## config.mk

```make
export PLATFORM = sky130hd
export DESIGN_NAME = ccr_fifo
export DESIGN_NICKNAME = d
export VERILOG_FILES = /design/src/design/ccr_fifo.sv
export SDC_FILE = /design/constraint.sdc
export NUM_CORES = 1
export LEC_CHECK = 0
export ABC_AREA = 1
export BUFFER_PORTS_ARGS = -buffer_cell sky130_fd_sc_hd__buf_2
export CELL_PAD_IN_SITES_DETAIL_PLACEMENT = 1
export CELL_PAD_IN_SITES_GLOBAL_PLACEMENT = 1
export CORE_ASPECT_RATIO = 0.7
export CORE_MARGIN = 2
export CORE_UTILIZATION = 38
export CTS_BUF_LIST = sky130_fd_sc_hd__clkbuf_4 sky130_fd_sc_hd__clkbuf_8
export DETAILED_ROUTE_END_ITERATION = 8
export GPL_TIMING_DRIVEN = 0
export MAX_ROUTING_LAYER = met4
export PLACE_DENSITY_LB_ADDON = 0.1
export RECOVER_POWER = 50
export REMOVE_ABC_BUFFERS = 1
export SETUP_SLACK_MARGIN = 0.1
export SYNTH_ARGS = -nofsm -noshare
export SYNTH_HDL_FRONTEND = slang
export SYNTH_SLANG_ARGS = --single-unit
```

## constraint.sdc

```tcl
create_clock -name clock -period 1.2 [get_ports clock]
set_input_delay 0.12 -clock clock [delete_from_list [all_inputs] [get_ports clock]]
set_output_delay 0.12 -clock clock [all_outputs]
set_load 0.005 [all_outputs]
```

## src/design/ccr_fifo.sv

```systemverilog
// ----------------------------------------------------------------------------
// ccr_fifo: small register queue
// Push/full on the write side, pop/empty on the read side; the head
// entry is shown while empty is low.
// ----------------------------------------------------------------------------
module ccr_fifo #(
   parameter int WIDTH = 8,
   parameter int DEPTH = 2
) (
   input  logic             clock,
   input  logic             reset,
   input  logic             push,
   input  logic [WIDTH-1:0] push_data,
   output logic             full,
   input  logic             pop,
   output logic [WIDTH-1:0] pop_data,
   output logic             empty
);

   localparam int PTRW = (DEPTH > 1) ? $clog2(DEPTH) : 1;
   localparam int CNTW = $clog2(DEPTH + 1);

   logic [WIDTH-1:0] slot_ff [DEPTH];
   logic [PTRW-1:0]  wr_ptr_ff, wr_ptr_in;
   logic [PTRW-1:0]  rd_ptr_ff, rd_ptr_in;
   logic [CNTW-1:0]  count_ff, count_in;
   logic             do_push, do_pop;

   assign full     = (count_ff == CNTW'(DEPTH));
   assign empty    = (count_ff == '0);
   assign do_push  = push && !full;
   assign do_pop   = pop && !empty;
   assign pop_data = slot_ff[rd_ptr_ff];

   always_comb begin
      wr_ptr_in = wr_ptr_ff;
      rd_ptr_in = rd_ptr_ff;
      count_in  = count_ff;
      if (do_push) begin
         wr_ptr_in = (wr_ptr_ff == PTRW'(DEPTH - 1)) ? '0 : wr_ptr_ff + PTRW'(1);
      end
      if (do_pop) begin
         rd_ptr_in = (rd_ptr_ff == PTRW'(DEPTH - 1)) ? '0 : rd_ptr_ff + PTRW'(1);
      end
      if (do_push && !do_pop) begin
         count_in = count_ff + CNTW'(1);
      end else if (do_pop && !do_push) begin
         count_in = count_ff - CNTW'(1);
      end
   end

   always_ff @(posedge clock) begin
      if (reset) begin
         wr_ptr_ff <= '0;
         rd_ptr_ff <= '0;
         count_ff  <= '0;
      end else begin
         wr_ptr_ff <= wr_ptr_in;
         rd_ptr_ff <= rd_ptr_in;
         count_ff  <= count_in;
      end
      if (do_push) begin
         slot_ff[wr_ptr_ff] <= push_data;
      end
   end

endmodule

```

==> flow_metrics.tcl, run 1 <==
set metrics [dict create \
    status "finished with violations" \
    violations "setup timing" \
    power.density_mw_per_mm2 1960 \
    swShare_pct 31.1 \
    power_mw 2.53 \
    p_leak_nw 0.532 \
    seq_power_share_pct 42.3 \
    fin_skew_ns 0.00546 \
    clock_latency_ns 0.30 \
    path_max_fanout 8 \
    fmax_ghz 0.756 \
    rsz0062_at_grt "yes" \
    num_vias 582 \
    fin_area_mm2 0.00129 \
    die_h_um 43.1 \
    final_cell_mix "edfxtp_1, buf_6, buf_2" \
    grt_pass1_wl_um 2770 \
    wl_um 1780 \
    placedInstanceArea_um2 958 \
    drtAntennaViolNets 0 \
    final_common_cell "edfxtp_1" \
    diodes 0 \
    synthDistinctLibCells 16 \
    ir_drop_v 0.00100 \
    fp.coreArea_mm2 0.00210 \
    drtIter0Drc 8 \
    synth_top_area_cell "edfxtp_1" \
    comb_power_share_pct 43.9 \
    p_int_mw 1.74 \
    clk_pin_slew_ns 0.11 \
    wl_per_cell_um 14.1 \
    layout_setup_ws_ns -0.123 \
    cap_violations 0 \
    nets 116 \
    finalHoldViolations 0 \
    synth_top_area_share_pct 58.0 \
    drcViolationCount 0 \
    clock-root-buffer "clkbuf_4" \
    globalplace.congestion 0.715 \
    syn_area_um2 828 \
    grt_usage_pct 15.9 \
    syn_area_per_cell_um2 13.4 \
    end_kind "output port" \
    firstDrtPassIters 3 \
    arrival_ns 1.20 \
    ys_ff_latch 21 \
    net-switching-power_mw 0.787 \
    numCtsBuffers 3 \
    required_ns 1.08 \
    cts_buffer_depth 2 \
    viasPerCell 4.62 \
    path_class "register to output port" \
    min_period_ns 1.32 \
    tightest_slew_ns 0.260 \
    crit_path_start_kind "register" \
    cts_tree "built" \
    fin_crit_sh_pct 110 \
    crit_end "pop_data[1]" \
    r2r_start "count_ff[1]$_SDFFE_PP0P_" \
    syn2layout_area_growth_pct 55.7 \
    pin_count 22 \
    relSlewSlack_pct 82.6 \
    path_cells "mux2_4, buf_6" \
    r2r_slack_ns -0.07 \
    grt_antenna_before_repair 0 \
    place_hpwl_um 1020 \
    slowest_delay_ns 0.46 \
    layout-drive-gt1-share_pct 54.9 \
    die_x_um 59.8 \
    crit_path_top_delay_cell "dfxtp_4" \
    grt_max_degree 12 \
    p_clk_share_pct 13.8 \
    drv_slew 0 \
    yosys_warnings 0 \
    fin_util_pct 61.4 \
    grt_overflow 0 \
    htree_num_levels 1 \
    die_area_mm2 0.00257 \
    grt_pass1_vias 605 \
    rows 14 \
    port_buffers 21 \
    final.fill_count 214 \
    reg2reg_depth 8 \
    clock_sinks 21 \
    regToRegEndpoint "count_ff[1]$_SDFFE_PP0P_" \
    initial_utilization_pct 39.4 \
    hold_class "input port to register" \
    seq_area_frac_synth_pct 70.1 \
    ys_top_cells_by_area "edfxtp_1, dfxtp_1, mux2_2" \
    setup_viol 9 \
    syn-instance-count 62 \
]
==> cell usage after synthesis, drive strengths merged <==
cell and instances:
a21oi 1, and2 1, buf 1, dfxtp 5
edfxtp 16, ha 1, inv 9, mux2 8
nand2 4, nand3 1, nand4 1, nor2 9
o21ai 5
==> flip-flops by register name, indices dropped and copies added, names as in the netlist, named ones only <==
name       count
slot_ff       16
count_ff       2
rd_ptr_ff      1
wr_ptr_ff      1
==> per-stage QoR <==
| step | hold WS, ns | instances | TNS, ns | setup WS, ns |
|---|---|---|---|---|
| after floorplan | 0.219 | 61 | -2.09 | -0.121 |
| after global placement | 0.307 | 106 | -6.62 | -0.392 |
| after detailed placement | 0.312 | 106 | -6.78 | -0.399 |
| after CTS | 0.00518 | 123 | -1.03 | -0.124 |
| after global routing | 0.0937 | 126 | -1.67 | -0.176 |
| final | 0.0953 | 126 | -1.01 | -0.123 |
==> logic make-up after synthesis <==
group,Yosys count,synth area share [%]
buf+inv,10,4.68
flops,21,70.1
mux,8,10.9
compound gates,6,4.53
simple gates,16,8.31
fa+ha+maj,1,1.51
==> layer usage <==
layer | GRT usage (%) | wire (um) | up-vias | share of wire (%)
li1 | - | - | 291 | -
met1 | 19.2 | 739 | 275 | 42
met2 | 24.6 | 919 | 14 | 52
met3 | 6.71 | 110 | 2 | 6.2
met4 | 4.00 | 8 | 0 | 0.45
met5 | - | 0 | - | 0
==> power groups by stage <==
stage	logic [mW]	clock network [mW]	registers, mW
floorplan	0.374	0	1.02
global placement	0.543	0	1.05
detailed placement	0.554	0	1.06
CTS	1.04	0.358	1.06
global route	1.22	0.396	1.09
finish	1.11	0.350	1.07
==> layout make-up <==
class	count	area, um^2	share of cell area [%]
Clock buffer	4	30.0	2.33
Tap cell	24	30.0	2.33
Sequential cell	21	589	45.7
Multi-Input combinational cell	31	298	23.1
Timing Repair Buffer	37	307	23.8
Inverter	9	36.3	2.81
==> critical path: cells and delay by family (launching register included) <==
| family | cells | cell delay (ns) |
|---|---|---|
| buf+inv | 1 | 0.12 |
| flops | 1 | 0.46 |
| mux | 1 | 0.32 |
==> how the worst min path moves through the flow <==
stage | cells after the start | start | endpoint
after global routing | 4 | reset | count_ff[0]$_SDFFE_PP0P_
after global placement | 1 | push_data[0] | slot_ff[0][0]$_DFFE_PP_
after detailed placement | 1 | push_data[0] | slot_ff[0][0]$_DFFE_PP_
after floorplan | 0 | push_data[0] | slot_ff[0][0]$_DFFE_PP_
final | 4 | reset | count_ff[0]$_SDFFE_PP0P_
after CTS | 1 | push_data[7] | slot_ff[1][7]$_DFFE_PP_
==> what timing repair did <==
action,CTS,global route
gates cloned,0,0
hold buffers,5,3
setup endpoints to repair,28,28
resized for setup,37,5
setup buffers,8,1
endpoints found under the hold margin,10,6
pin swaps,10,6
Power figures use the tool's default switching activity.
==> inputs of run 2 (changes only) <==
Settings changed: CORE_UTILIZATION 38 to 40.
Clock period 1.2 ns to 1.67 ns, I/O delays scaled along.
==> run 2 against run 1 <==
Net effect: the flow now finishes without violations; setup slack better by 0.34 ns; critical path depth is 1 higher; non-clock buffer count is 15 lower; power is 44% lower; worst hold slack worse by 0.032 ns; routed wire length is 16% lower; sequential cell count stayed put; final cell count is 13% lower; first-iteration DRC count is 88% higher; global-route usage is 1.1 points lower; cell area is 22% lower.
==> flow_metrics.tcl, run 2 (synthesis gave the netlist of run 1 again) <==
set metrics [dict create \
    regMostFlops "slot_ff" \
    firstDrtPassIters 3 \
    end_kind "register" \
    grt_pass1_wl_um 2460 \
    place_hpwl_um 1200 \
    cts_tree "built" \
    worstSetupStartpoint "count_ff[0]$_SDFFE_PP0P_" \
    drtIter0Drc 15 \
    r2r_slack_ns 0.22 \
    reg.largest.list "slot_ff x16, count_ff x2" \
    hold_class "input port to register" \
    layout-drive-gt1-share_pct 42.5 \
    drv_slew 0 \
    initial_utilization_pct 43.5 \
    crit_path_top_delay_cell "dfxtp_1" \
    pin_count 22 \
    clk_pin_slew_ns 0.10 \
    syn2layout_area_growth_pct 20.8 \
    reg2reg_depth 3 \
    required_ns 1.62 \
    relSlewSlack_pct 68.0 \
    diodes 0 \
    min_period_ns 1.45 \
    power.density_mw_per_mm2 1410 \
    rsz0062_at_grt "yes" \
    regToRegEndpoint "slot_ff[0][4]$_DFFE_PP_" \
    critical-path-top-delay-family "flip-flops" \
    cts_buffer_depth 2 \
    cap_violations 0 \
    grt_overflow 0 \
    final_common_cell "edfxtp_1" \
    timing.hold.ws_ns 0.0632 \
    p_leak_nw 0.399 \
    drcViolationCount 0 \
    path_buf_inv 1 \
    fin_setup_tns_ns 0 \
    cts_hold_buffers 0 \
    drtAntennaViolNets 0 \
    finalHoldViolations 0 \
    num_vias 520 \
    grt_pass1_vias 539 \
    grt_usage_pct 14.7 \
    clock-root-buffer "clkbuf_4" \
    viasPerCell 4.77 \
    grt_antenna_before_repair 0 \
    port_buffers 21 \
    r2r_start "count_ff[0]$_SDFFE_PP0P_" \
    crit_path_start_kind "register" \
    fin_crit_sh_pct 86.8 \
    fp.coreArea_mm2 0.00190 \
    nets 101 \
    die_area_mm2 0.00246 \
    numCtsBuffers 3 \
    wl_per_cell_um 13.8 \
    final_cell_mix "edfxtp_1, buf_2, mux2_2" \
    ir_drop_v 0.000819 \
    globalplace.congestion 0.723 \
    tightest_slew_ns 0.479 \
    path_max_fanout 8 \
    slowest_delay_ns 0.55 \
    die_h_um 42.1 \
    clock_latency_ns 0.28 \
    clock_sinks 21 \
    path_cells "o21ai_4, buf_4, nor2_2" \
    largest_register_ffs 16 \
    wl_um 1500 \
    htree_num_levels 1 \
    rows 13 \
    crit_end "slot_ff[0][4]$_DFFE_PP_" \
    arrival_ns 1.40 \
    path_class "register to register" \
    die_x_um 58.4 \
    grt_max_degree 12 \
    crit_cells 3 \
    fmax_ghz 0.690 \
    status "complete, no violations" \
    fin_skew_ns 0.00363 \
    setup_viol 0 \
]
-- run 2: cell types whose count changed in the layout (fill, tap and decap cells not counted), moves of 4 or more --
cell / before / now
buf_6: 12 / 0
dlygate4sd3_1: 8 / 0
mux2_2: 0 / 8
mux2_4: 8 / 0
buf_2: 10 / 14
clkbuf_1: 2 / 6
-- run 2: area by class of cell --
type | instances | area [um^2]
multi-input combinational | 31 | 221
clock buffer | 4 | 30.0
sequential | 21 | 583
tap | 22 | 27.5
inverter | 9 | 33.8
fill | 204 | 902
timing repair buffer | 22 | 105
-- run 2: how the worst min path moves through the flow --
stage                      start                      end  slack, ns  depth (start not counted)
global route        push_data[2]  slot_ff[1][2]$_DFFE_PP_       0.04                          1
detailed placement  push_data[2]  slot_ff[1][2]$_DFFE_PP_       0.36                          1
floorplan           push_data[0]  slot_ff[0][0]$_DFFE_PP_       0.27                          0
CTS                 push_data[2]  slot_ff[1][2]$_DFFE_PP_       0.05                          1
finish              push_data[2]  slot_ff[1][2]$_DFFE_PP_       0.06                          1
global placement    push_data[2]  slot_ff[0][2]$_DFFE_PP_       0.35                          1
-- run 2: per-stage QoR --
| stage | power [mW] | cell area [um^2] | utilization, % | setup slack [ns] | instances |
|---|---|---|---|---|---|
| after floorplan | 1.00 | 823 | - | 0.349 | 61 |
| after global placement | 1.14 | 956 | 50.2 | 0.0899 | 104 |
| after detailed placement | 1.17 | 956 | 50.2 | 0.0364 | 104 |
| after CTS | 1.41 | 991 | 52.1 | 0.119 | 108 |
| after global routing | 1.52 | 1000 | 52.6 | 0.0555 | 109 |
| final | 1.41 | 1000 | 52.6 | 0.221 | 109 |
-- run 2: where the power goes --
| part | switching (mW) | internal, mW |
|---|---|---|
| Clock | 0.127 | 0.109 |
| Combinational | 0.213 | 0.203 |
| Sequential | 0.0837 | 0.671 |
| Total | 0.424 | 0.983 |
-- run 2: layer usage --
| metal | track usage (%) | wire length (um) | vias to the layer above |
|---|---|---|---|
| li1 | - | - | 263 |
| met3 | 6.48 | 72 | 2 |
| met4 | 4.19 | 11 | 0 |
| met1 | 16.8 | 659 | 243 |
| met5 | - | 0 | - |
| met2 | 23.6 | 756 | 12 |
-- run 2: timing repair --
action | 4_1_cts | 5_1_grt
setup buffers | 0 | 1
pin swaps | 0 | 1
setup endpoints to repair | 16 | 9
gates resized for setup | 2 | 4
