===== src/design/ccr_pkg.sv =====
// ----------------------------------------------------------------------------
// ccr_pkg: shared types and codes of the circle canvas rasterizer
// Command codes, register indexes, the classified operation handed from
// the front end to the back end, and the result record.
// ----------------------------------------------------------------------------
package ccr_pkg;

   // request command codes
   localparam logic [1:0] CMD_CLEAR = 2'd0;
   localparam logic [1:0] CMD_DRAW  = 2'd1;
   localparam logic [1:0] CMD_READ  = 2'd2;

   // shape characters
   localparam logic [7:0] SHAPE_OUTLINE = 8'h63;
   localparam logic [7:0] SHAPE_FILLED  = 8'h43;

   // configuration register indexes
   localparam logic [1:0] CSR_WIDTH      = 2'd0;
   localparam logic [1:0] CSR_HEIGHT     = 2'd1;
   localparam logic [1:0] CSR_BACKGROUND = 2'd2;

   // configuration reset values
   localparam logic [8:0] WIDTH_RESET      = 9'd1;
   localparam logic [8:0] HEIGHT_RESET     = 9'd1;
   localparam logic [7:0] BACKGROUND_RESET = 8'd32;

   // classified operation kinds
   typedef logic [2:0] op_kind_type;
   localparam op_kind_type OP_NOP    = 3'd0;
   localparam op_kind_type OP_CLEAR  = 3'd1;
   localparam op_kind_type OP_DRAW   = 3'd2;
   localparam op_kind_type OP_REJECT = 3'd3;
   localparam op_kind_type OP_READ   = 3'd4;

   typedef struct packed {
      op_kind_type        kind;
      logic               filled;
      logic signed [19:0] center_x;
      logic signed [19:0] center_y;
      logic signed [19:0] radius;
      logic [7:0]         paint_char;
      logic [7:0]         cell_col;
      logic [7:0]         cell_row;
   } op_type;

   typedef struct packed {
      logic [8:0] canvas_width;
      logic [8:0] canvas_height;
      logic [7:0] background_char;
   } cfg_type;

   typedef struct packed {
      logic       status;
      logic [7:0] cell_value;
   } rsp_type;

endpackage


===== src/design/ccr_fifo.sv =====
// ----------------------------------------------------------------------------
// ccr_fifo: small register queue
// Push/full on the write side, pop/empty on the read side; the head
// entry is shown while empty is low.
// ----------------------------------------------------------------------------
module ccr_fifo #(
   parameter int WIDTH = 8,
   parameter int DEPTH = 2
) (
   input  logic             clock,
   input  logic             reset,
   input  logic             push,
   input  logic [WIDTH-1:0] push_data,
   output logic             full,
   input  logic             pop,
   output logic [WIDTH-1:0] pop_data,
   output logic             empty
);

   localparam int PTRW = (DEPTH > 1) ? $clog2(DEPTH) : 1;
   localparam int CNTW = $clog2(DEPTH + 1);

   logic [WIDTH-1:0] slot_ff [DEPTH];
   logic [PTRW-1:0]  wr_ptr_ff, wr_ptr_in;
   logic [PTRW-1:0]  rd_ptr_ff, rd_ptr_in;
   logic [CNTW-1:0]  count_ff, count_in;
   logic             do_push, do_pop;

   assign full     = (count_ff == CNTW'(DEPTH));
   assign empty    = (count_ff == '0);
   assign do_push  = push && !full;
   assign do_pop   = pop && !empty;
   assign pop_data = slot_ff[rd_ptr_ff];

   always_comb begin
      wr_ptr_in = wr_ptr_ff;
      rd_ptr_in = rd_ptr_ff;
      count_in  = count_ff;
      if (do_push) begin
         wr_ptr_in = (wr_ptr_ff == PTRW'(DEPTH - 1)) ? '0 : wr_ptr_ff + PTRW'(1);
      end
      if (do_pop) begin
         rd_ptr_in = (rd_ptr_ff == PTRW'(DEPTH - 1)) ? '0 : rd_ptr_ff + PTRW'(1);
      end
      if (do_push && !do_pop) begin
         count_in = count_ff + CNTW'(1);
      end else if (do_pop && !do_push) begin
         count_in = count_ff - CNTW'(1);
      end
   end

   always_ff @(posedge clock) begin
      if (reset) begin
         wr_ptr_ff <= '0;
         rd_ptr_ff <= '0;
         count_ff  <= '0;
      end else begin
         wr_ptr_ff <= wr_ptr_in;
         rd_ptr_ff <= rd_ptr_in;
         count_ff  <= count_in;
      end
      if (do_push) begin
         slot_ff[wr_ptr_ff] <= push_data;
      end
   end

endmodule


===== src/design/ccr_front.sv =====
// ----------------------------------------------------------------------------
// ccr_front: request intake and classification
// Decode each accepted request into an operation kind (bad circles and
// out-of-storage reads are settled here) and queue it for the back end.
// ----------------------------------------------------------------------------
module ccr_front #(
   parameter int MAX_SIDE = 256
) (
   input  logic               clock,
   input  logic               reset,
   input  logic               push,
   output logic               full,
   input  logic [1:0]         req_cmd,
   input  logic [7:0]         req_shape_kind,
   input  logic signed [19:0] req_center_x,
   input  logic signed [19:0] req_center_y,
   input  logic signed [19:0] req_radius,
   input  logic [7:0]         req_paint_char,
   input  logic [7:0]         req_cell_col,
   input  logic [7:0]         req_cell_row,
   output logic               op_valid,
   output ccr_pkg::op_type    op,
   input  logic               op_take
);

   localparam int OPW = $bits(ccr_pkg::op_type);

   ccr_pkg::op_type op_new;
   logic            shape_ok;
   logic            read_ok;
   logic            queue_empty;
   logic [OPW-1:0]  queue_head;

   assign shape_ok = (req_shape_kind == ccr_pkg::SHAPE_OUTLINE) ||
                     (req_shape_kind == ccr_pkg::SHAPE_FILLED);
   assign read_ok  = (32'(req_cell_col) < 32'(MAX_SIDE)) &&
                     (32'(req_cell_row) < 32'(MAX_SIDE));

   always_comb begin
      op_new.filled     = (req_shape_kind == ccr_pkg::SHAPE_FILLED);
      op_new.center_x   = req_center_x;
      op_new.center_y   = req_center_y;
      op_new.radius     = req_radius;
      op_new.paint_char = req_paint_char;
      op_new.cell_col   = req_cell_col;
      op_new.cell_row   = req_cell_row;
      unique case (req_cmd)
         ccr_pkg::CMD_CLEAR: begin
            op_new.kind = ccr_pkg::OP_CLEAR;
         end
         ccr_pkg::CMD_DRAW: begin
            // a radius must be strictly positive
            op_new.kind = (shape_ok && (req_radius > 20'sd0)) ?
                          ccr_pkg::OP_DRAW : ccr_pkg::OP_REJECT;
         end
         ccr_pkg::CMD_READ: begin
            op_new.kind = read_ok ? ccr_pkg::OP_READ : ccr_pkg::OP_NOP;
         end
         default: begin
            op_new.kind = ccr_pkg::OP_NOP;
         end
      endcase
   end

   ccr_fifo #(
      .WIDTH (OPW),
      .DEPTH (2)
   ) u_op_queue (
      .clock     (clock),
      .reset     (reset),
      .push      (push),
      .push_data (op_new),
      .full      (full),
      .pop       (op_take),
      .pop_data  (queue_head),
      .empty     (queue_empty)
   );

   assign op_valid = !queue_empty;
   assign op       = ccr_pkg::op_type'(queue_head);

endmodule


===== config.mk =====
export PLATFORM = sky130hd
export DESIGN_NAME = ccr_front
export DESIGN_NICKNAME = d
export VERILOG_FILES = /design/src/design/ccr_pkg.sv /design/src/design/ccr_fifo.sv /design/src/design/ccr_front.sv
export SDC_FILE = /design/constraint.sdc
export NUM_CORES = 1
export LEC_CHECK = 0
export BUFFER_PORTS_ARGS = -buffer_cell sky130_fd_sc_hd__clkbuf_2
export CORE_ASPECT_RATIO = 0.75
export CORE_UTILIZATION = 35
export DETAILED_ROUTE_END_ITERATION = 6
export GPL_TIMING_DRIVEN = 1
export PLACE_DENSITY = 0.69
export SETUP_SLACK_MARGIN = 0.4
export SLEW_MARGIN = 5
export SYNTH_ARGS = -nofsm -noshare
export SYNTH_HDL_FRONTEND = slang
export SYNTH_SLANG_ARGS = --single-unit

===== constraint.sdc =====
create_clock -name clock -period 3.3 [get_ports clock]
set_input_delay 0.165 -clock clock [delete_from_list [all_inputs] [get_ports clock]]
set_output_delay 0.165 -clock clock [all_outputs]
set_load 0.1 [all_outputs]

==> flow_summary.toml, run 1 <==
[timing]
worst_pin_slew_ns = 0.726
rsz0062_at_grt = "false"
slew_viol_final = 0
setup_tns_ns = 0
fin_crit_sh = 0.749
fin_crit_ns = 2.47
max_freq_ghz = 0.404
fin_skew_ns = 0.0102
relSlewSlack = 0.516
setup_viol = 0
hold_viol_final = 0

[detailed_routing]
first_pass_iters = 4
drtAntennaViolNets = 0
drc = 0
drt_iter0_drc = 235
post_drt_via_cell_ratio = 4.45
wl_um = 13100
routedWlPerCell_um = 15.2
via_count = 3822

[min_path]
hp-class = "input pin to flop"
hold_path_depth = 2
worst_hold_startpoint = "req_shape_kind[5]"
whs_endpoint = "u_op_queue.slot_ff[0][84]"

[critical_path]
end_kind = "output port"
reg2reg_from = "u_op_queue.count_ff[0]"
rr_endpoint = "u_op_queue.slot_ff[1][86]"
crit_required_ns = 3.13
rrSetupSlack_ns = 1.26
cp.arrival_ns = 2.31
setup.worst_path.start_class = "flop"
rr_worst_depth = 4
critPathKind = "flop to output port"
crit_path_max_fanout = 45

[die]
die_h_um = 121
ioPinCount = 188
die_area_um2 = 19600
core_um2 = 18600
row_count = 43
die_width_um = 161
start_util = 0.358

[placement]
gp_congestion = 0.743
dp_cells = 742
port_buffers = 187
placed_area_um2 = 7920
hpwl_um = 8440

[logic_synthesis]
synth-main-ff-cell = "edfxtp_1"
synth_area_per_cell_um2 = 21.2
syn-num-nets = 413
yosys_warnings = 0
synth-seq-area-share = 0.809
synth_top_area_share = 0.794
synth_cells = 314
async_reset_ff_frac = 0
yosys-top-cells-area = "edfxtp_1 (79%), mux2_2 (15%), dfxtp_1 (1.5%), buf_2 (0.60%), nor4_1 (0.47%)"
yosys.area.top_type = "edfxtp_1"
syn_area_um2 = 6650
synth_seq_cells = 181
synth-edff-count = 176
synth_common_cells = "edfxtp_1 (176), mux2_2 (88), buf_2 (8)"
yosysUniqueCellTypes = 24
synth_most_common_cell = "edfxtp_1"

[cells_and_area]
finalNonFillerCells = 859
antennaDiodeCount = 0
nNetsFinal = 698
final_area_um2 = 9370
areaGrowthSynthToFinish_pct = 40.8
drive_gt1_frac = 0.516

[clock_tree]
cts-root-buf = "clkbuf_16"
postCtsSetupBuffers = 0
htreeDepth = 4
numCtsBuffers = 17
cts.sinks = 181
clkSlewWorstSetupHoldPaths_ns = 0.07
max-clock-path-buffers = 2
clk_latency_ns = 0.42
cts_tree = "done"
holdBufCountCts = 85
postCtsResizedCells = 0

[run]
drv_cap = 0

[status]
status = "finished, final reports clean"

[global_routing]
antenna_found_initial = 0
globalRoute.totalOverflow = 0
grt_pass1_wl_um = 20000
grt_max_degree = 53
gr-usage-all-layers = 0.137
first_global_vias = 4085

[power]
power_per_cell_area_nw_per_um2 = 974
ir_drop_mv = 0.676
p_total_mw = 9.12
p_leak_nw = 3.53
logic make-up (layout without fill, tap and decap cells):
logic type / count (synthesis) / after routing / synth area share
XOR/XNOR: 3 / 3 / 0.00395
AND/OR/NAND/NOR: 23 / 23 / 0.0216
flip-flops: 181 / 181 / 0.809
buffers and inverters: 12 / 310 / 0.00940
multiplexers: 88 / 88 / 0.149
AO/OA/AOI/OAI: 6 / 6 / 0.00470
adder cells (fa/ha/maj): 1 / 1 / 0.00188
report_power, final:
| group | internal [mW] | switching [mW] | leakage, nW |
|---|---|---|---|
| logic | 0.768 | 3.27 | 1.56 |
| clock network | 1.20 | 0.841 | 0.285 |
| registers | 2.89 | 0.156 | 1.69 |
worst max-delay path by stage:
stage / to / slack (ns) / cells after the start
detailed placement: op[81] / 1.24 / 3
global route: op[56] / 0.70 / 3
finish: op[81] / 0.83 / 3
floorplan: u_op_queue.slot_ff[0][0] / 0.46 / 3
CTS: op[81] / 0.77 / 3
global placement: op[80] / 1.26 / 3
worst max-delay path, cell delays in order, from the launching register on:
cell	delay [ns]
dfxtp_4	0.77
buf_12	0.32
mux2_2	0.38
clkbuf_2	0.37
registers in the layout (all words and copies together) (netlist names), named ones only:
name and flops:
u_op_queue.slot_ff 176, u_op_queue.count_ff 2, u_op_queue.rd_ptr_ff 1, u_op_queue.wr_ptr_ff 1
layout make-up:
type	count	area, um^2
clock buffers	19	433
clock inverters	13	170
fillers	1529	9190
inverters	2	11.3
multi-input cells	121	1210
flip-flops and latches	181	5390
well taps	247	309
repair buffers	276	1840
per-layer routing:
| layer | GRT usage | up-vias | wire length (um) |
|---|---|---|---|
| met3 | 0.0509 | 8 | 851 |
| met4 | 0.0478 | 0 | 121 |
| li1 | - | 1815 | - |
| met2 | 0.239 | 138 | 6550 |
| met1 | 0.155 | 1861 | 5570 |
| met5 | 0 | - | 0 |
per-stage QoR:
| step | setup WS, ns | util | hold slack [ns] |
|---|---|---|---|
| 2_1_floorplan | 0.465 | - | 0.234 |
| 3_3_place_gp | 1.26 | 0.426 | 0.355 |
| 3_5_place_dp | 1.24 | 0.426 | 0.359 |
| 4_1_cts | 0.773 | 0.505 | 0.00917 |
| 5_1_grt | 0.701 | 0.505 | 0.0153 |
| 6_report | 0.827 | 0.505 | 0.0383 |
cell usage in the layout, fill, tap and decap left out, drive strengths merged, types with 2 or more instances in the layout:
cell / n
bufinv: 3
clkinv: 3
or3: 2
edfxtp: 176
mux2: 88
nor2b: 3
nor2: 4
dfxtp: 5
dlygate4sd3: 85
buf: 4
nor4: 6
clkbuf: 206
a21oi: 2
clkinvlp: 4
inv: 5
o21ai: 3
xor2: 3
Note: power is estimated with default switching activity, not from simulation.
==> inputs of run 2 (changes only) <==
==> constraint.sdc (replaced) <==
create_clock -name clock -period 2 [get_ports clock]
set_input_delay 0.1 -clock clock [delete_from_list [all_inputs] [get_ports clock]]
set_output_delay 0.1 -clock clock [all_outputs]
set_load 0.1 [all_outputs]
==> flow_summary.toml, run 2 (same netlist as run 1, synthesis figures left out) <==
[cells_and_area]
nNetsFinal = 713
final_util = 0.565
areaGrowthSynthToFinish_pct = 57.6
final_area_um2 = 10500
finalNonFillerCells = 875
largestRegisters = "u_op_queue.slot_ff x176, u_op_queue.count_ff x2"
drive_gt1_frac = 0.525
nFillCells = 1419
top_register = "u_op_queue.slot_ff"
layout_common_cells = "edfxtp_1 (176), clkbuf_2 (98), dlygate4sd3_1 (87)"
largest_reg_flops = 176
final_common_cell = "edfxtp_1"

[detailed_routing]
via_count = 3987
wl_um = 15400
routedWlPerCell_um = 17.6
drtAntennaViolNets = 0
drt_iter0_drc = 151
drc = 0
post_drt_via_cell_ratio = 4.56
first_pass_iters = 4

[placement]
hpwl_um = 8470
port_buffers = 187
dp_slack_ns = 0.383
dp_cells = 744
gp_congestion = 0.766
placed_area_um2 = 8040

[run]
drv_cap = 0

[timing]
fin_crit_sh = 0.891
worst_pin_slew_ns = 0.547
relSlewSlack = 0.637
fin_skew_ns = 0.00657
slew_viol_final = 0
fin_crit_ns = 1.78
max_freq_ghz = 0.561
hold_viol_final = 0
rsz0062_at_grt = "true"
setup_viol = 0
finalWorstSetupSlack_ns = 0.218

[power]
ir_drop_mv = 1.10
p_leak_nw = 3.97
p_total_mw = 16.4
power_per_cell_area_nw_per_um2 = 1570

[die]
row_count = 43
start_util = 0.358
die_width_um = 161
ioPinCount = 188
die_area_um2 = 19600
core_um2 = 18600
die_h_um = 121

[clock_tree]
max-clock-path-buffers = 2
cts_tree = "done"
numCtsBuffers = 17
htreeDepth = 4
cts.sinks = 181
clkSlewWorstSetupHoldPaths_ns = 0.06
clk_latency_ns = 0.41
cts-root-buf = "clkbuf_16"

[critical_path]
rrSetupSlack_ns = 0.39
critPathKind = "flop to output port"
crit_required_ns = 1.90
cp.arrival_ns = 1.68
end_kind = "output port"
crit_path_max_fanout = 14
setup.worst_path.start_class = "flop"

[global_routing]
grt_max_degree = 45
grt_pass1_wl_um = 22500
first_global_vias = 4306
gr-usage-all-layers = 0.156
antenna_found_initial = 1
globalRoute.totalOverflow = 0

[status]
status = "finished, final reports clean"

[min_path]
hp-class = "input pin to flop"
-- run 2: repair_timing --
| item | in CTS | in global routing |
|---|---|---|
| hold endpoints to repair | 175 | 0 |
| buffers inserted | 0 | 3 |
| setup endpoints to repair | 140 | 151 |
| gates cloned | 2 | 6 |
| gates resized for setup | 167 | 31 |
| hold buffers | 87 | 0 |
-- run 2: layout make-up --
cell class / instances / area [um^2] / area share
flip-flops and latches: 181 / 5390 / 0.514
repair buffers: 291 / 2990 / 0.285
inverters: 2 / 11.3 / 0.00107
diodes: 1 / 2.50 / 0.000239
multi-input cells: 121 / 1250 / 0.119
clock buffers: 17 / 425 / 0.0406
clock inverters: 15 / 111 / 0.0106
well taps: 247 / 309 / 0.0295
-- run 2: worst paths after layout --
| kind | cells after the start | end | start |
|---|---|---|---|
| worst max-delay path | 4 | op[3] | flop |
| worst min-delay path | 2 | u_op_queue.slot_ff[0][86] | req_cmd[1] |
| worst max register to register | 5 | u_op_queue.slot_ff[0][43] | u_op_queue.count_ff[1] |
| worst min register to register | 2 | u_op_queue.wr_ptr_ff | u_op_queue.wr_ptr_ff |
-- run 2: power breakdown --
group	total, mW	switching [mW]	internal, mW
sequential	4.92	0.155	4.77
clock	3.06	1.36	1.70
combinational	8.47	5.80	2.67
-- run 2: through the flow --
stage	setup TNS, ns	hold slack (ns)
floorplan	-70.73	0.162
global placement	0	0.289
detailed placement	0	0.294
CTS	0	0.0356
global route	0	0.0482
finish	0	0.0456
-- run 2: worst max-delay path, stage by stage (launching register included) --
cell and delay (ns):
dfxtp_4 0.40, buf_12 0.13, buf_16 0.15, mux2_2 0.36, clkbuf_8 0.22
-- run 2: per-layer routing --
metal  vias up  wire length (um)  global-route usage
met5         -                 0                   0
met3        23               919              0.0461
met1      1960              6680               0.188
met2       154              7510               0.258
li1       1850                 -                   -
met4         0               251              0.0696
